File: src/hdl/vrc_pkg.sv
// Shared constants and controller/datapath interface types for the value rank block.
`default_nettype none
package vrc_pkg;

  localparam int MAX_COUNT    = 64;
  localparam int RESULT_LIMIT = 64;
  localparam int VALUE_W      = 32;
  localparam int RANK_W       = 6;
  localparam int RANK_MAX     = 63;
  localparam int ADDR_W       = (MAX_COUNT > 1) ? $clog2(MAX_COUNT) : 1;
  localparam int CNT_W        = $clog2(MAX_COUNT + 1);

  typedef struct packed {
    logic load;
    logic pivot_rd;
    logic scan_rd;
    logic emit;
  } vrc_cmd_t;

  typedef struct packed {
    logic scan_last;
    logic emit_last;
  } vrc_stat_t;

endpackage
`default_nettype wire

File: src/hdl/vrc_ctrl.sv
// Sequencer for load, pivot read, scan, drain and emit phases.
`default_nettype none
module vrc_ctrl
  import vrc_pkg::*;
(
  input  wire logic      clk,
  input  wire logic      rst_n,
  input  wire logic      start,
  input  wire logic      in_is_last,
  input  vrc_stat_t      stat,
  output vrc_cmd_t       cmd,
  output logic           busy
);

  typedef enum logic [4:0] {
    ST_IDLE  = 5'b00001,
    ST_PIV   = 5'b00010,
    ST_SCAN  = 5'b00100,
    ST_DRAIN = 5'b01000,
    ST_EMIT  = 5'b10000
  } vrc_state_t;

  vrc_state_t state_r, state_nxt;

  always_ff @(posedge clk) begin
    if (!rst_n) begin
      state_r <= ST_IDLE;
    end else begin
      state_r <= state_nxt;
    end
  end

  always_comb begin
    state_nxt = state_r;
    cmd       = '0;
    unique case (state_r)
      ST_IDLE: begin
        if (start) begin
          cmd.load = 1'b1;
          if (in_is_last) state_nxt = ST_PIV;
        end
      end
      ST_PIV: begin
        cmd.pivot_rd = 1'b1;
        state_nxt    = ST_SCAN;
      end
      ST_SCAN: begin
        cmd.scan_rd = 1'b1;
        if (stat.scan_last) state_nxt = ST_DRAIN;
      end
      ST_DRAIN: begin
        state_nxt = ST_EMIT;
      end
      ST_EMIT: begin
        cmd.emit  = 1'b1;
        state_nxt = stat.emit_last ? ST_IDLE : ST_PIV;
      end
      default: begin
        state_nxt = ST_IDLE;
      end
    endcase
  end

  assign busy = (state_r != ST_IDLE);

endmodule
`default_nettype wire

File: src/hdl/vrc_datapath.sv
// Value store, counters, comparator and result registers.
`default_nettype none
module vrc_datapath
  import vrc_pkg::*;
(
  input  wire logic                clk,
  input  wire logic                rst_n,
  input  vrc_cmd_t                 cmd,
  input  wire logic [VALUE_W-1:0]  in_value,
  output vrc_stat_t                stat,
  output logic                     out_strobe,
  output logic [RANK_W-1:0]        out_rank,
  output logic                     out_last_rank,
  output logic                     out_overflowed
);

  logic [VALUE_W-1:0] mem [MAX_COUNT];
  logic [VALUE_W-1:0] rdata_r;
  logic [ADDR_W-1:0]  rd_addr;
  logic               rd_en;

  logic [CNT_W-1:0]   count_r;
  logic               ovf_r;
  logic [CNT_W-1:0]   i_r;
  logic [CNT_W-1:0]   j_r;
  logic [CNT_W-1:0]   acc_r;
  logic [CNT_W-1:0]   emit_n;
  logic signed [VALUE_W-1:0] pivot_r;
  logic               piv_pend_r;
  logic               cmp_pend_r;
  logic               less;
  logic [RANK_W-1:0]  rank_sat;

  logic               out_strobe_r;
  logic [RANK_W-1:0]  out_rank_r;
  logic               out_last_r;
  logic               out_ovf_r;

  assign rd_en   = cmd.pivot_rd | cmd.scan_rd;
  assign rd_addr = cmd.pivot_rd ? i_r[ADDR_W-1:0] : j_r[ADDR_W-1:0];

  always_ff @(posedge clk) begin
    if (cmd.load && (32'(count_r) < MAX_COUNT)) begin
      mem[count_r[ADDR_W-1:0]] <= in_value;
    end
    if (rd_en) begin
      rdata_r <= mem[rd_addr];
    end
  end

  assign emit_n = (32'(count_r) > RESULT_LIMIT) ? CNT_W'(RESULT_LIMIT) : count_r;
  assign stat.scan_last = (j_r == count_r - 1'b1);
  assign stat.emit_last = (i_r == emit_n - 1'b1);

  assign less     = $signed(rdata_r) < pivot_r;
  assign rank_sat = (32'(acc_r) > RANK_MAX) ? RANK_W'(RANK_MAX) : RANK_W'(acc_r);

  always_ff @(posedge clk) begin
    if (!rst_n) begin
      count_r      <= '0;
      ovf_r        <= 1'b0;
      i_r          <= '0;
      j_r          <= '0;
      acc_r        <= '0;
      piv_pend_r   <= 1'b0;
      cmp_pend_r   <= 1'b0;
      out_strobe_r <= 1'b0;
    end else begin
      piv_pend_r   <= cmd.pivot_rd;
      cmp_pend_r   <= cmd.scan_rd;
      out_strobe_r <= cmd.emit;
      if (cmd.load) begin
        if (32'(count_r) < MAX_COUNT) begin
          count_r <= count_r + 1'b1;
        end else begin
          ovf_r <= 1'b1;
        end
      end
      if (cmd.pivot_rd) begin
        j_r   <= '0;
        acc_r <= '0;
      end else begin
        if (cmd.scan_rd) j_r <= j_r + 1'b1;
        if (cmp_pend_r && less) acc_r <= acc_r + 1'b1;
      end
      if (cmd.emit) begin
        if (stat.emit_last) begin
          i_r     <= '0;
          count_r <= '0;
          ovf_r   <= 1'b0;
        end else begin
          i_r <= i_r + 1'b1;
        end
      end
    end
  end

  always_ff @(posedge clk) begin
    if (piv_pend_r) pivot_r <= $signed(rdata_r);
    if (cmd.emit) begin
      out_rank_r <= rank_sat;
      out_last_r <= stat.emit_last;
      out_ovf_r  <= ovf_r;
    end
  end

  assign out_strobe     = out_strobe_r;
  assign out_rank       = out_rank_r;
  assign out_last_rank  = out_last_r;
  assign out_overflowed = out_ovf_r;

`ifndef NO_ASSERTIONS
  a_cmd_onehot: assert property (@(posedge clk) disable iff (!rst_n)
    $onehot0({cmd.load, cmd.pivot_rd, cmd.scan_rd, cmd.emit}))
    else $error("more than one datapath command");
  a_scan_range: assert property (@(posedge clk) disable iff (!rst_n)
    cmd.scan_rd |-> (j_r < count_r))
    else $error("scan index past stored count");
  a_pivot_nonempty: assert property (@(posedge clk) disable iff (!rst_n)
    cmd.pivot_rd |-> (count_r != '0) && (i_r < emit_n))
    else $error("pivot read with empty store or past emit count");
  a_strobe_src: assert property (@(posedge clk) disable iff (!rst_n)
    cmd.emit |=> out_strobe && !cmd.emit)
    else $error("result strobe not single cycle after emit");
`endif

endmodule
`default_nettype wire

File: src/hdl/value_rank_compression_top.sv
// Top level of the value rank block: controller plus datapath.
//
// Usage: drive in_value and in_is_last with start high; the item is taken at
// a clock edge where start is high and busy is low. Loading accepts one item
// per cycle. Values beyond the store capacity are dropped and flag the list.
// The item with in_is_last set closes the list and starts ranking; busy drops
// in the cycle that carries the last result.
// For a list of n stored values, min(n, 64) results follow in load order, each
// on out_rank/out_last_rank/out_overflowed for one cycle with out_strobe high.
// Each result is produced by one pivot read, n scan reads through the single
// read port of the value store, one compare drain and one emit step.
// The receiver cannot stall; results are simply presented and taken.
// Reset (rst_n low, synchronous) empties the store and clears the overflow flag;
// the value store itself is not cleared and needs no clearing pass.
`default_nettype none
module value_rank_compression_top
  import vrc_pkg::*;
(
  input  wire logic                clk,
  input  wire logic                rst_n,
  input  wire logic                start,
  output logic                     busy,
  input  wire logic signed [VALUE_W-1:0] in_value,
  input  wire logic                in_is_last,
  output logic                     out_strobe,
  output logic [RANK_W-1:0]        out_rank,
  output logic                     out_last_rank,
  output logic                     out_overflowed
);

  vrc_cmd_t  cmd;
  vrc_stat_t stat;

  vrc_ctrl u_ctrl (
    .clk        (clk),
    .rst_n      (rst_n),
    .start      (start),
    .in_is_last (in_is_last),
    .stat       (stat),
    .cmd        (cmd),
    .busy       (busy)
  );

  vrc_datapath u_dp (
    .clk            (clk),
    .rst_n          (rst_n),
    .cmd            (cmd),
    .in_value       (in_value),
    .stat           (stat),
    .out_strobe     (out_strobe),
    .out_rank       (out_rank),
    .out_last_rank  (out_last_rank),
    .out_overflowed (out_overflowed)
  );

endmodule
`default_nettype wire
File: config.mk
export PLATFORM = sky130hd
export DESIGN_NAME = value_rank_compression_top
export DESIGN_NICKNAME = d
export VERILOG_FILES = /design/src/hdl/vrc_pkg.sv /design/src/hdl/vrc_ctrl.sv /design/src/hdl/vrc_datapath.sv /design/src/hdl/value_rank_compression_top.sv
export SDC_FILE = /design/constraint.sdc
export NUM_CORES = 2
export LEC_CHECK = 0
export BUFFER_PORTS_ARGS = -buffer_cell sky130_fd_sc_hd__buf_2
export CORE_AREA = 2 2 440 442
export CTS_BUF_LIST = sky130_fd_sc_hd__clkbuf_4
export CTS_CLUSTER_DIAMETER = 120
export DETAILED_ROUTE_END_ITERATION = 6
export DIE_AREA = 0 0 442 444
export SKIP_CTS_REPAIR_TIMING = 1
export SYNTH_ARGS = -nofsm -noshare
export SYNTH_HDL_FRONTEND = slang
export SYNTH_SLANG_ARGS = --single-unit
File: constraint.sdc
create_clock -name clk -period 5 [get_ports clk]
set_clock_uncertainty 0.15 [all_clocks]
set_input_delay 1.5 -clock clk [delete_from_list [all_inputs] [get_ports clk]]
set_output_delay 1.5 -clock clk [all_outputs]
set_load 0.05 [all_outputs]
==> report_table.html <==
<table>
<tr><th>Metric</th><th>Value</th></tr>
<tr><th colspan="2">Critical path</th></tr>
<tr><td>Peak fanout along the critical path</td><td>7</td></tr>
<tr><td>Arrival time at the worst endpoint</td><td>3.15 ns</td></tr>
<tr><td>Category of the most critical setup path</td><td>reg2out</td></tr>
<tr><td>R2R Setup Slk</td><td>0.40 ns</td></tr>
<tr><td>Data required time at the worst endpoint</td><td>3.35 ns</td></tr>
<tr><td>Kind of capture point of the worst setup path</td><td>primary output</td></tr>
<tr><td>CP startpoint kind</td><td>register</td></tr>
<tr><th colspan="2">CTS</th></tr>
<tr><td>Master cell of the clock root buffer</td><td>sky130_fd_sc_hd__clkbuf_4</td></tr>
<tr><td>Clock transition time at the flip-flop clock pins of the worst setup and hold paths</td><td>0.06 ns</td></tr>
<tr><td>Clock buffer count from CTS</td><td>573</td></tr>
<tr><td>Clock latency reported for the late side of the worst-skew pair</td><td>1.40 ns</td></tr>
<tr><td>CTS tree</td><td>built</td></tr>
<tr><td>H-tree Lvls</td><td>6</td></tr>
<tr><td>Max Buffers Root-to-Sink</td><td>4</td></tr>
<tr><td>Num Clock Sinks</td><td>2,157</td></tr>
<tr><th colspan="2">Die</th></tr>
<tr><td># IOs</td><td>46</td></tr>
<tr><td>Die Ht</td><td>444 microns</td></tr>
<tr><td>Site row count</td><td>161</td></tr>
<tr><td>Initial Utilization</td><td>44.81%</td></tr>
<tr><td>DIE WIDTH</td><td>442 microns</td></tr>
<tr><td>Die area</td><td>0.1962 sq mm</td></tr>
<tr><td>Core Area</td><td>0.1916 sq mm</td></tr>
<tr><th colspan="2">Global routing</th></tr>
<tr><td>GRT overflow</td><td>0</td></tr>
<tr><td>Maximum number of pins on one net before global-route repair</td><td>169</td></tr>
<tr><td>Via count of the first global-routing pass</td><td>53,276</td></tr>
<tr><td>First-pass GRT wire length</td><td>369.7 mm</td></tr>
<tr><td>GR Util All Layers</td><td>25.60%</td></tr>
<tr><td>Antenna violations before repair</td><td>11</td></tr>
<tr><th colspan="2">Power and ir drop</th></tr>
<tr><td>Standby leakage power</td><td>33.84 nW</td></tr>
<tr><td>Total internal power</td><td>28.14 mW</td></tr>
<tr><td>Clk network pwr share</td><td>41.2%</td></tr>
<tr><td>Overall Power</td><td>36.18 mW</td></tr>
<tr><td>Worst vdd ir</td><td>0.2423 mV</td></tr>
<tr><td>P per Cell Area</td><td>370.9 mW/mm^2</td></tr>
<tr><td>Share of total power consumed by net switching</td><td>22.23%</td></tr>
<tr><td>Register share of total power</td><td>55.4%</td></tr>
<tr><td>Switching power</td><td>8.042 mW</td></tr>
<tr><td>Relative contribution of combinational cells to total power</td><td>3.4%</td></tr>
<tr><th colspan="2">Timing</th></tr>
<tr><td>Max Slew Vio Count</td><td>0</td></tr>
<tr><td>Time the final worst path needs with I/O delays and setup</td><td>4.800 ns</td></tr>
<tr><td>RSZ-0062 raised after global routing</td><td>false</td></tr>
<tr><td>Relative slew slack</td><td>16.56%</td></tr>
<tr><td>Ratio of final minimum period to clock period</td><td>96.00%</td></tr>
<tr><td>Total of endpoints with negative setup slack in the final report</td><td>0</td></tr>
<tr><td>Number of hold violations in the final report</td><td>0</td></tr>
<tr><td>Upper clock frequency limit</td><td>208.3 MHz</td></tr>
<tr><td>Setup_tns</td><td>0 ns</td></tr>
<tr><td>Pin slew with the least headroom to its limit</td><td>1.252 ns</td></tr>
<tr><th colspan="2">Yosys</th></tr>
<tr><td>Cell types with the largest area share after synthesis</td><td>sky130_fd_sc_hd__edfxtp_1, sky130_fd_sc_hd__nand2_1, sky130_fd_sc_hd__mux2i_1, sky130_fd_sc_hd__nand3_1, sky130_fd_sc_hd__and3_1</td></tr>
<tr><td>Post-Synthesis Net Count</td><td>5,802</td></tr>
<tr><td>Synth async-reset ratio</td><td>0%</td></tr>
<tr><td>Share of the synthesized area in the top cell type</td><td>74.16%</td></tr>
<tr><td>Instance count of the mapped netlist</td><td>5,729</td></tr>
<tr><td>Share of synthesized area occupied by flip-flops and latches</td><td>75.03%</td></tr>
<tr><td>Leading area contributor after synthesis</td><td>sky130_fd_sc_hd__edfxtp_1</td></tr>
<tr><td>EDFF count, synth</td><td>2,120</td></tr>
<tr><td>Total of flip-flops plus latches after synthesis</td><td>2,157</td></tr>
<tr><td>Netlist Area Pre-Place</td><td>0.08584 sq mm</td></tr>
<tr><td>Predominant post-synthesis flop cell</td><td>sky130_fd_sc_hd__edfxtp_1</td></tr>
<tr><td>Number of warnings printed during yosys synthesis</td><td>0</td></tr>
<tr><td>Number of library cell types mapped by synthesis</td><td>80</td></tr>
<tr><td>Average footprint of a synthesized cell</td><td>14.98 sq um</td></tr>
<tr><th colspan="2">Min path</th></tr>
<tr><td>Class of the tightest hold or removal check</td><td>reg2reg</td></tr>
<tr><th colspan="2">Route</th></tr>
<tr><td>Overall via count from detail_route</td><td>54,729</td></tr>
<tr><td>Average wire per cell in the routed design</td><td>28.15 microns</td></tr>
<tr><td>Antenna-violating nets left</td><td>0</td></tr>
<tr><td>Iteration-0 DRC Markers</td><td>6,363</td></tr>
<tr><td># DRC</td><td>0</td></tr>
<tr><td>Via count normalized by instance count</td><td>6.018</td></tr>
<tr><td>DR pass1 iterations</td><td>7</td></tr>
<tr><td>Post-detailed-routing wire length</td><td>256.0 mm</td></tr>
<tr><th colspan="2">Placed design</th></tr>
<tr><td>Number of placed cells counting well taps</td><td>8,156</td></tr>
<tr><td>Routability Congestion</td><td>0.8388</td></tr>
<tr><td>Port Buffer Count</td><td>45</td></tr>
<tr><td>Detailed placer's ending HPWL</td><td>145.8 mm</td></tr>
<tr><th colspan="2">Layout</th></tr>
<tr><td>Final core utilization</td><td>50.92%</td></tr>
<tr><td>Most common cell after layout, fill and taps aside</td><td>sky130_fd_sc_hd__edfxtp_1</td></tr>
<tr><td>Share of final-layout standard cells stronger than drive strength 1</td><td>21.79%</td></tr>
<tr><td>Final cell count without fillers</td><td>9,094</td></tr>
<tr><td>Highest-count cells in the layout ignoring fill and taps</td><td>sky130_fd_sc_hd__edfxtp_1, sky130_fd_sc_hd__clkbuf_4, sky130_fd_sc_hd__nand2_1</td></tr>
<tr><td>Layout-stage area growth over the synthesis result</td><td>13.64%</td></tr>
<tr><td>Layout net count</td><td>6,278</td></tr>
<tr><th colspan="2">Status</th></tr>
<tr><td>Result of the run</td><td>completed</td></tr>
<tr><th colspan="2">Run</th></tr>
<tr><td>Max-cap check violation count</td><td>0</td></tr>
</table>
[worst max-delay path: stages (launching register included)]
cell and delay (ns):
sky130_fd_sc_hd__dfxtp_1 0.36, sky130_fd_sc_hd__or4b_2 0.74, sky130_fd_sc_hd__nor2_1 0.30, sky130_fd_sc_hd__inv_1 0.17, sky130_fd_sc_hd__buf_2 0.25
[sequential cells by signal (all words and copies together) (netlist names)]
| signal | flops |
|---|---|
| u_dp.rdata_r | 32 |
| u_dp.out_overflowed | 1 |
| u_ctrl.state_r | 5 |
| u_dp.acc_r | 7 |
| u_dp.piv_pend_r | 1 |
| u_dp.count_r | 7 |
| u_dp.i_r | 7 |
| u_dp.out_last_rank | 1 |
| u_dp.ovf_r | 1 |
| u_dp.cmp_pend_r | 1 |
| u_dp.j_r | 7 |
| u_dp.out_strobe | 1 |
| u_dp.out_rank | 6 |
| u_dp.pivot_r | 32 |
| u_dp.mem | 2048 |
[path summary, 6_finish.rpt]
check,startpoint,end,depth (start not counted)
max,u_ctrl.state_r[1],busy,4
min,u_dp.ovf_r,u_dp.out_overflowed,0
max reg2reg,u_ctrl.state_r[1],u_dp.rdata_r[3],9
min reg2reg,u_dp.ovf_r,u_dp.out_overflowed,0
[power groups by stage]
stage                     Sequential [mW]  Combinational [mW]  Clock [mW]
final                                20.0                1.22        14.9
after global placement               20.4                1.20           0
after detailed placement             20.4                1.22           0
after CTS                            20.0                1.23        15.2
after global routing                 20.0                1.30        16.1
after floorplan                      20.4               0.490           0
[area by class of cell]
type	instances	area, sq um
fill	16011	94030
sequential	2157	64400
multi-input combinational	3095	19900
clock buffer	825	6193
tap	2526	3161
timing repair buffer	330	3095
clock inverter	97	571.8
inverter	48	180.2
antenna	16	40.04
[cells by family (layout without fill, tap and decap cells)]
family                     count (synthesis)  count (layout)  share of synthesized area [%]
AOI/OAI and AO/OA                       1087            1087                          9.371
xor gates and xnor gates                  27              27                         0.2755
adders and majority gates                 37              37                         0.5393
buffers and inverters                    477            1300                          2.519
DFF                                     2157            2157                          75.03
muxes                                    229             229                          2.670
other                                      0              16                              0
and+or+nand+nor                         1715            1715                          9.597
[synth_stat cells, drive strengths merged, types with 48 or more instances]
| cell type | number |
|---|---|
| edfxtp | 2120 |
| nand2 | 729 |
| nand3 | 373 |
| and3 | 291 |
| clkbuf | 257 |
| a211oi | 256 |
| a31oi | 229 |
| mux2i | 229 |
| o21ai | 221 |
| buf | 172 |
| nor2 | 108 |
| a31o | 99 |
| nand4 | 81 |
| nor4 | 69 |
| a32oi | 63 |
| a221oi | 62 |
| inv | 48 |
[per-stage QoR]
stage,setup slack [ns],hold WS (ns),area [sq um]
floorplan,0.7320,0.2588,85840
global placement,0.7051,0.2743,90740
detailed placement,0.6056,0.2724,90740
CTS,0.08875,0.2637,97500
global route,0.03557,0.2856,97530
finish,0.2000,0.2983,97540
[per-layer routing]
metal,part of all wire (%),global-route usage [%],up-vias
met5,0.0051,0,-
met3,9.0,5.582,430
met2,46,39.03,2788
li1,-,-,23841
met4,3.5,9.927,2
met1,42,36.00,27668
Power figures use the tool's default switching activity.
